`config.mk`:
```
export PLATFORM = sky130hd
export DESIGN_NAME = lsds_queue
export DESIGN_NICKNAME = d
export VERILOG_FILES = /design/src/rtl/core/lsds_pkg.sv /design/src/rtl/core/lsds_queue.sv
export SDC_FILE = /design/constraint.sdc
export NUM_CORES = 1
export LEC_CHECK = 0
export ABC_AREA = 1
export BUFFER_PORTS_ARGS = -buffer_cell sky130_fd_sc_hd__buf_2
export CAP_MARGIN = 20
export CORE_MARGIN = 3
export CORE_UTILIZATION = 40
export DETAILED_ROUTE_END_ITERATION = 8
export PLACE_DENSITY = 0.61
export SYNTH_ARGS = -nofsm -noshare
export SYNTH_HDL_FRONTEND = slang
export SYNTH_SLANG_ARGS = --single-unit
```
`constraint.sdc`:
```
create_clock -name clk -period 3.34 [get_ports clk]
set_clock_uncertainty 0.1 [all_clocks]
set_input_delay 0.501 -clock clk [delete_from_list [all_inputs] [get_ports clk]]
set_output_delay 0.501 -clock clk [all_outputs]
set_load 0.005 [all_outputs]
```
`src/rtl/core/lsds_pkg.sv`:
```
package lsds_pkg;

  localparam int WIN_W  = 13;
  localparam int ROWS_W = 7;
  localparam int SUM_W  = 46;
  localparam int CFG_IDX_W  = 4;
  localparam int CFG_DATA_W = 16;
  localparam int Q_DEPTH = 4;
  localparam int Q_AW    = 2;

  localparam logic [SUM_W-1:0] SUM_MAX = {SUM_W{1'b1}};

  localparam logic [1:0] ACT_LOAD_X  = 2'd0;
  localparam logic [1:0] ACT_LOAD_Y  = 2'd1;
  localparam logic [1:0] ACT_COMPUTE = 2'd2;

  localparam logic [CFG_IDX_W-1:0] CFG_WINDOW_LEN  = 4'd0;
  localparam logic [CFG_IDX_W-1:0] CFG_ROWS_IN_USE = 4'd1;

  typedef enum logic [1:0] {
    OP_LOAD_X,
    OP_LOAD_Y,
    OP_COMPUTE
  } op_t;

  typedef struct packed {
    logic [1:0]         action;
    logic [11:0]        sample_addr;
    logic signed [15:0] sample_value;
    logic [11:0]        x_lag;
    logic [11:0]        y_lag;
  } in_t;

  typedef struct packed {
    logic [5:0]       row_index;
    logic [SUM_W-1:0] diff_sum;
    logic             range_error;
    logic             last;
  } out_t;

  typedef struct packed {
    op_t                op;
    logic               addr_ok;
    logic [11:0]        addr;
    logic signed [15:0] value;
    logic [11:0]        x_lag;
    logic [11:0]        y_lag;
    logic [ROWS_W-1:0]  rows;
    logic               err;
  } cmd_t;

  typedef struct packed {
    logic full;
    logic empty;
  } q_stat_t;

endpackage

```
`src/rtl/core/lsds_queue.sv`:
```
module lsds_queue (
  input  logic               clk,
  input  logic               rst_n,
  input  logic               push,
  input  lsds_pkg::cmd_t     push_cmd,
  input  logic               pop,
  output lsds_pkg::cmd_t     head,
  output lsds_pkg::q_stat_t  q_stat
);
  import lsds_pkg::*;

  cmd_t            slot_r [Q_DEPTH];
  logic [Q_AW-1:0] wp_r, wp_nxt;
  logic [Q_AW-1:0] rp_r, rp_nxt;
  logic [Q_AW:0]   cnt_r, cnt_nxt;

  assign head         = slot_r[rp_r];
  assign q_stat.full  = cnt_r == (Q_AW + 1)'(Q_DEPTH);
  assign q_stat.empty = cnt_r == '0;

  always_comb begin
    wp_nxt  = push ? wp_r + Q_AW'(1) : wp_r;
    rp_nxt  = pop ? rp_r + Q_AW'(1) : rp_r;
    cnt_nxt = cnt_r;
    if (push && !pop) begin
      cnt_nxt = cnt_r + (Q_AW + 1)'(1);
    end else if (pop && !push) begin
      cnt_nxt = cnt_r - (Q_AW + 1)'(1);
    end
  end

  always_ff @(posedge clk) begin
    if (!rst_n) begin
      wp_r  <= '0;
      rp_r  <= '0;
      cnt_r <= '0;
    end else begin
      wp_r  <= wp_nxt;
      rp_r  <= rp_nxt;
      cnt_r <= cnt_nxt;
    end
  end

  always_ff @(posedge clk) begin
    if (push) begin
      slot_r[wp_r] <= push_cmd;
    end
  end

endmodule

```
==> results of run 1 <==
state kept, by name, indices dropped and copies added, names as in the netlist, named ones only:
register / cells
cnt_r: 3
rp_r: 2
slot_r: 252
wp_r: 2
final timing paths:
kind | endpoint | slack (ns) | cells past startpoint
setup / recovery | head[19] | 0.21 | 4
hold / removal | slot_r[2][60] | 0.09 | 1
hold reg to reg | flip-flop | 0.34 | 1
setup reg to reg | slot_r[1][37] | 1.47 | 5
cells by family after synthesis:
| kind of cell | count (synthesis) | synth area share |
|---|---|---|
| flip-flops | 261 | 0.7726 |
| buffers and inverters | 57 | 0.03119 |
| AO/OA/AOI/OAI | 199 | 0.1259 |
| adder cells (fa/ha/maj) | 6 | 0.008236 |
| AND/OR/NAND/NOR | 144 | 0.06202 |
through the flow:
step / hold WS, ns / setup WS (ns) / util / instances / total power, mW
floorplan: 0.3115 / 1.009 / - / 667 / 4.208
global placement: 0.3212 / 0.8770 / 0.4494 / 1092 / 4.486
detailed placement: 0.3284 / 0.8365 / 0.4494 / 1092 / 4.498
CTS: 0.06350 / 0.2578 / 0.4840 / 1141 / 7.362
global route: 0.06903 / 0.1039 / 0.4840 / 1141 / 7.563
finish: 0.09228 / 0.2139 / 0.4841 / 1142 / 7.266
layout make-up:
class,instances,area (µm²),area share
inverters,17,76.32,0.006445
repair buffers,141,793.3,0.06699
multi-input cells,349,1967,0.1661
clock buffers,39,720.7,0.06086
well taps,324,405.4,0.03423
flip-flops and latches,261,7752,0.6547
clock inverters,10,123.9,0.01046
diodes,1,2.502,0.0002113
per-layer routing:
metal,share of wire,up-vias
li1,-,2771
met1,0.44,2841
met2,0.48,139
met3,0.062,24
met4,0.018,2
met5,0.00044,-
synthesized netlist by cell type, drive strengths merged, types with 2 or more instances:
cell type	n
edfxtp	252
o21ai	132
nor2	131
o22ai	63
buf	22
clkbuf	18
inv	16
dfxtp	9
nand2	9
ha	5
a21oi	4
nor3	2
where the power goes:
group	switching [mW]	leakage, nW	total, mW	internal, mW
Combinational	0.385	1.32	0.618	0.233
Clock	1.13	0.408	2.85	1.72
Sequential	0.0544	2.39	3.79	3.74
worst reg2reg max path, cell delays in order (launching register included):
cell and delay (ns):
sky130_fd_sc_hd__dfxtp_1 0.32, sky130_fd_sc_hd__inv_1 0.09, sky130_fd_sc_hd__ha_1 0.15, sky130_fd_sc_hd__nand2_1 0.06, sky130_fd_sc_hd__inv_2 0.50, sky130_fd_sc_hd__buf_4 0.34
==> metrics.json, run 1 <==
{
  "status": "complete, no violations",
  "clock_tree_from_tritoncts": "built",
  "rows": 57,
  "delay_of_the_slowest_cell_on_the_worst_path_ns": 0.76,
  "share_of_synthesized_area_occupied_by_flip_flops_and_latches": 0.7726,
  "met3_grt_util": 0.03354,
  "finalNetCount": 870,
  "cts.clk_slew.worst_paths_ns": 0.06,
  "post_drt_wl_per_cell_um": 17.91,
  "clk_root_buffer_cell": "sky130_fd_sc_hd__clkbuf_16",
  "synth_top_area_cell": "sky130_fd_sc_hd__edfxtp_1",
  "ys_types": 24,
  "finalSetupTns_ns": 0,
  "hold_violations": 0,
  "total_of_buffers_placed_on_input_and_output_ports": 131,
  "globalRouteOverflowTotal": 0,
  "final_period_minus_worst_setup_slack_ns": 3.126,
  "most-common-layout-cells": "sky130_fd_sc_hd__edfxtp_1 (252), sky130_fd_sc_hd__buf_2 (131), sky130_fd_sc_hd__o21ai_0 (119)",
  "mostFrequentLayoutCell": "sky130_fd_sc_hd__edfxtp_1",
  "period_share": 0.9360,
  "top_delay_family_on_crit_path": "flip-flops",
  "design_area_um2": 11840,
  "vias_per_cell": 5.059,
  "crit_chain": "inv_8 -> o21ai_0 -> o22ai_2 -> buf_2",
  "timing.hold.worst.start": "push_cmd[60]",
  "die_h_um": 164.3,
  "clock_sinks": 261,
  "num_io_pins": 132,
  "power_leakage_nw": 4.121,
  "floorplan.initialDensity": 0.4099,
  "synthesized_nets": 740,
  "slew_headroom": 0.4005,
  "worstHoldPathType": "in2reg",
  "grtUsageMet1": 0.1983,
  "post_cts.resized_instances": 0,
  "edff_count_synth": 252,
  "vdd_drop_max_v": 0.0004487,
  "grt_max_degree": 127,
  "design.die.area_um2": 27000,
  "share_of_final_layout_standard_cells_stronger_than_drive_strength_1": 0.2962,
  "num-fill-cells": 2092,
  "final_setup_violation_count": 0,
  "drtIter0Drc": 328,
  "hpwlAfterDp_um": 11200,
  "worst-endpoint-arrival_ns": 2.53,
  "crit_path_max_fanout": 126,
  "totalWireLength_um": 20460,
  "postSynthCellCount": 667,
  "layout-area-overhead-vs-synth_pct": 18.09,
  "vias": 5777,
  "cap_viol_max_count": 0,
  "first_global_vias": 5619,
  "detail-route-antenna-nets": 0,
  "grt_antenna_before_repair": 2,
  "gr-usage-met2": 0.2507,
  "post-cts-setup-buffer-count": 0,
  "gp_congestion": 0.6905,
  "timing.final.max_slew_violations": 0,
  "drc": 0,
  "global_route.peak_usage_layer": "met2",
  "fmax_mhz": 319.9,
  "cts-root-to-sink-buffers": 3,
  "htreeDepth": 1,
  "synth_ff_type": "sky130_fd_sc_hd__edfxtp_1",
  "track_usage": 0.1490,
  "ys_async_rst_share": 0,
  "synth.area.top_cells": "sky130_fd_sc_hd__edfxtp_1 (75%), sky130_fd_sc_hd__o21ai_0 (5.9%), sky130_fd_sc_hd__nor2_1 (3.8%), sky130_fd_sc_hd__o22ai_2 (3.7%), sky130_fd_sc_hd__o22ai_1 (2.1%)",
  "synth_area_um2": 10030,
  "synth.ff_latch_count": 261,
  "grt_pass1_wl_um": 31190,
  "critical_path_startpoint_category": "flip-flop",
  "netlist.area_leader.share": 0.7547,
  "coreArea_um2": 24460,
  "clkLatencyLatePin_ns": 0.52,
  "tightest_pin_transition_ns": 0.8992,
  "grt_setup_unrepaired": "false",
  "ys_warn_count": 0,
  "power.density_nw_per_um2": 613.6,
  "critical_path.reg2reg.startpoint": "wp_r[1]",
  "timing.setup.critical_path_class": "reg2out",
  "critical-path-slowest-cell": "sky130_fd_sc_hd__dfxtp_4",
  "endpoint_kind": "output port",
  "placed_cell_area_um2": 10990,
  "detailed_routing_iterations_pass_1": 4,
  "critical_path_buf_inv_count": 2,
  "timing.critical_path.required_ns": 2.74,
  "postCtsHoldBufs": 0,
  "cts_buffers": 27,
  "die_w_um": 164.3,
  "syn_area_per_cell_um2": 15.03
}
No activity file was read; power rests on OpenSTA's default activity.
==> run 2, diff against run 1 <==
--- a/config.mk
+++ b/config.mk
@@ -6,12 +6,12 @@
 export NUM_CORES = 1
 export LEC_CHECK = 0
 export ABC_AREA = 1
-export BUFFER_PORTS_ARGS = -buffer_cell sky130_fd_sc_hd__buf_2
 export CAP_MARGIN = 20
 export CORE_MARGIN = 3
 export CORE_UTILIZATION = 40
 export DETAILED_ROUTE_END_ITERATION = 8
-export PLACE_DENSITY = 0.61
+export DONT_BUFFER_PORTS = 1
+export PLACE_DENSITY = 0.56
 export SYNTH_ARGS = -nofsm -noshare
 export SYNTH_HDL_FRONTEND = slang
 export SYNTH_SLANG_ARGS = --single-unit
==> run 2 against run 1 <==
Compared with the run above: combinational power down 9.4%; maximum frequency up 8.9%; global-route usage up 0.41 points; die area unchanged; clock power about the same; highest routed layer unchanged; critical endpoint is now head[61]; first-iteration DRC count down 16%; power down 0.65%; sequential power about the same; hold slack worse by 0.066 ns.
==> metrics.json, run 2 (same netlist as run 1, synthesis figures left out) <==
{
  "top_register": {"value": "slot_r", "change": "unchanged"},
  "wl_met2": {"value": 10820, "unit": "µm", "change": "was 9756 µm"},
  "final_period_minus_worst_setup_slack": {"value": 2.869, "unit": "ns", "change": "was 3.126 ns"},
  "cap_viol_max_count": {"value": 0, "change": "unchanged"},
  "gp_congestion": {"value": 0.7296, "change": "was 0.6905"},
  "coreArea": {"value": 24460, "unit": "µm²", "change": "unchanged"},
  "post_drt_wl_per_cell": {"value": 19.42, "unit": "µm", "change": "was 17.91 µm"},
  "die_w": {"value": 164.3, "unit": "µm", "change": "unchanged"},
  "clk_root_buffer_cell": {"value": "sky130_fd_sc_hd__clkbuf_16", "change": "unchanged"},
  "finalSetupTns": {"value": 0, "unit": "ns", "change": "unchanged"},
  "first_global_vias": {"value": 5809, "change": "was 5619"},
  "drtIter0Drc": {"value": 276, "change": "was 328"},
  "grt_antenna_before_repair": {"value": 1, "change": "was 2"},
  "clkLatencyLatePin": {"value": 0.53, "unit": "ns", "change": "was 0.52 ns"},
  "crit_path_max_fanout": {"value": 126, "change": "unchanged"},
  "worst-endpoint-arrival": {"value": 2.27, "unit": "ns", "change": "was 2.53 ns"},
  "hpwlAfterDp": {"value": 11410, "unit": "µm", "change": "was 11200 µm"},
  "routedLengthMet1": {"value": 8290, "unit": "µm", "change": "was 9054 µm"},
  "layout-area-overhead-vs-synth": {"value": 18.04, "unit": "%", "change": "was 18.09%"},
  "detail-route-antenna-nets": {"value": 0, "change": "unchanged"},
  "drc": {"value": 0, "change": "unchanged"},
  "htreeDepth": {"value": 1, "change": "unchanged"},
  "finalNetCount": {"value": 804, "change": "was 870"},
  "clock_tree_from_tritoncts": {"value": "built", "change": "unchanged"},
  "met3RoutedLength": {"value": 1384, "unit": "µm", "change": "was 1266 µm"},
  "worstHoldPathType": {"value": "in2reg", "change": "unchanged"},
  "timing.critical_path.required": {"value": 2.74, "unit": "ns", "change": "about the same"},
  "design_area": {"value": 11840, "unit": "µm²", "change": "about the same"},
  "tightest_pin_transition": {"value": 0.8006, "unit": "ns", "change": "was 0.8992 ns"},
  "timing.setup.critical_path_class": {"value": "reg2out", "change": "unchanged"},
  "rows": {"value": 57, "change": "unchanged"},
  "power.density": {"value": 609.9, "unit": "nW/µm²", "change": "was 613.6 nW/µm²"},
  "mostFrequentLayoutCell": {"value": "sky130_fd_sc_hd__edfxtp_1", "change": "unchanged"},
  "cts-root-to-sink-buffers": {"value": 3, "change": "unchanged"},
  "flip_flop_count_of_the_largest_register_after_layout": {"value": 252, "change": "unchanged"},
  "placed_cell_area": {"value": 10320, "unit": "µm²", "change": "was 10990 µm²"},
  "final_setup_violation_count": {"value": 0, "change": "unchanged"},
  "cts.clk_slew.worst_paths": {"value": 0.06, "unit": "ns", "change": "about the same"},
  "grt_max_degree": {"value": 127, "change": "unchanged"},
  "status": {"value": "complete, no violations", "change": "unchanged"},
  "globalRouteOverflowTotal": {"value": 0, "change": "unchanged"},
  "top_signal_layer_used": {"value": "met5", "change": "unchanged"},
  "totalWireLength": {"value": 20920, "unit": "µm", "change": "was 20460 µm"},
  "vias": {"value": 5631, "change": "was 5777"},
  "period_share": {"value": 0.8591, "change": "was 0.9360"},
  "timing.hold.worst.start": {"value": "rst_n", "change": "was push_cmd[60]"},
  "power_leakage": {"value": 3.883, "unit": "nW", "change": "was 4.121 nW"},
  "design.die.area": {"value": 27000, "unit": "µm²", "change": "unchanged"},
  "hold_violations": {"value": 0, "change": "unchanged"},
  "most-common-layout-cells": {"value": "sky130_fd_sc_hd__edfxtp_1 (252), sky130_fd_sc_hd__o21ai_0 (119), sky130_fd_sc_hd__nor2_1 (101)", "change": "was sky130_fd_sc_hd__edfxtp_1 (252), sky130_fd_sc_hd__buf_2 (131), sky130_fd_sc_hd__o21ai_0 (119)"},
  "cts_buffers": {"value": 28, "change": "was 27"},
  "vias_per_cell": {"value": 5.228, "change": "was 5.059"},
  "slew_headroom": {"value": 0.4663, "change": "was 0.4005"},
  "total_of_buffers_placed_on_input_and_output_ports": {"value": 0, "change": "was 131"},
  "die_h": {"value": 164.3, "unit": "µm", "change": "unchanged"},
  "vdd_drop_max": {"value": 0.0003971, "unit": "V", "change": "was 0.0004487 V"},
  "share_of_final_layout_standard_cells_stronger_than_drive_strength_1": {"value": 0.1594, "change": "was 0.2962"},
  "reg_top3": {"value": "slot_r x252, cnt_r x3", "change": "unchanged"},
  "detailed_routing_iterations_pass_1": {"value": 4, "change": "unchanged"},
  "timing.final.max_slew_violations": {"value": 0, "change": "unchanged"},
  "grt_pass1_wl": {"value": 31860, "unit": "µm", "change": "was 31190 µm"},
  "clock_sinks": {"value": 261, "change": "unchanged"},
  "floorplan.initialDensity": {"value": 0.4099, "change": "unchanged"},
  "num_io_pins": {"value": 132, "change": "unchanged"},
  "grt_setup_unrepaired": {"value": "false", "change": "unchanged"},
  "critical_path_startpoint_category": {"value": "flip-flop", "change": "unchanged"},
  "track_usage": {"value": 0.1532, "change": "was 0.1490"},
  "post_cts.resized_instances": {"value": 0, "change": "unchanged"},
  "fmax": {"value": 348.5, "unit": "MHz", "change": "was 319.9 MHz"},
  "critical_path.reg2reg.startpoint": {"value": "wp_r[1]", "change": "unchanged"},
  "endpoint_kind": {"value": "output port", "change": "unchanged"},
  "antenna_diode_count": {"value": 0, "change": "was 1"}
}
run 2: changes by cell type in the layout (fill, tap and decap cells not counted), sizes merged:
cell / previous run / this run
buf: 141 / 10
diode: 1 / 0
bufinv: 3 / 2
clkbuf: 39 / 31
dlygate4sd3: 0 / 64
clkinvlp: 0 / 3
inv: 17 / 12
clkinv: 7 / 21
run 2: stage by stage:
| stage | util | power, mW | setup slack [ns] | instances | hold slack (ns) |
|---|---|---|---|---|---|
| floorplan | - | 4.208 | 1.009 | 667 | 0.3115 |
| global placement | 0.4218 | 4.323 | 1.041 | 961 | 0.3174 |
| detailed placement | 0.4218 | 4.347 | 0.9989 | 961 | 0.3473 |
| CTS | 0.4839 | 7.313 | 0.4256 | 1077 | 0.001017 |
| global route | 0.4839 | 7.538 | 0.3050 | 1077 | 0.007282 |
| finish | 0.4839 | 7.219 | 0.4705 | 1077 | 0.02586 |
run 2: cell type report:
type,count,area [µm²]
sequential,261,7752
fill,2043,12630
multi-input combinational,349,1967
clock inverter,21,165.2
tap,324,405.4
timing repair buffer,74,753.2
clock buffer,31,711.9
inverter,17,81.33
run 2: power by group:
group / switching, mW / total [mW] / internal (mW)
combinational: 0.376 / 0.560 / 0.185
clock: 1.18 / 2.87 / 1.69
sequential: 0.0496 / 3.79 / 3.74
run 2: critical path, stage by stage (launching register included):
cell	delay, ns
sky130_fd_sc_hd__dfxtp_4	0.52
sky130_fd_sc_hd__inv_8	0.66
sky130_fd_sc_hd__o21ai_0	0.20
sky130_fd_sc_hd__o22ai_1	0.32
run 2: path summary, 6_finish.rpt:
kind | end | slack, ns | cells past startpoint
worst max-delay path | head[61] | 0.47 | 3
worst min-delay path | cnt_r[0] | 0.03 | 2
worst max register to register | slot_r[1][48] | 1.16 | 5
worst min register to register | flip-flop | 0.34 | 1
run 2: layer usage:
| layer | GRT usage | up-vias |
|---|---|---|
| met5 | 0 | - |
| met4 | 0.03576 | 2 |
| met3 | 0.04061 | 34 |
| met2 | 0.2783 | 143 |
| met1 | 0.1811 | 2820 |
| li1 | - | 2632 |
run 2: repair_timing:
item                      in CTS  in global routing
hold endpoints to repair     256                  0
hold buffers                  64                  0
buffers inserted               0                  0
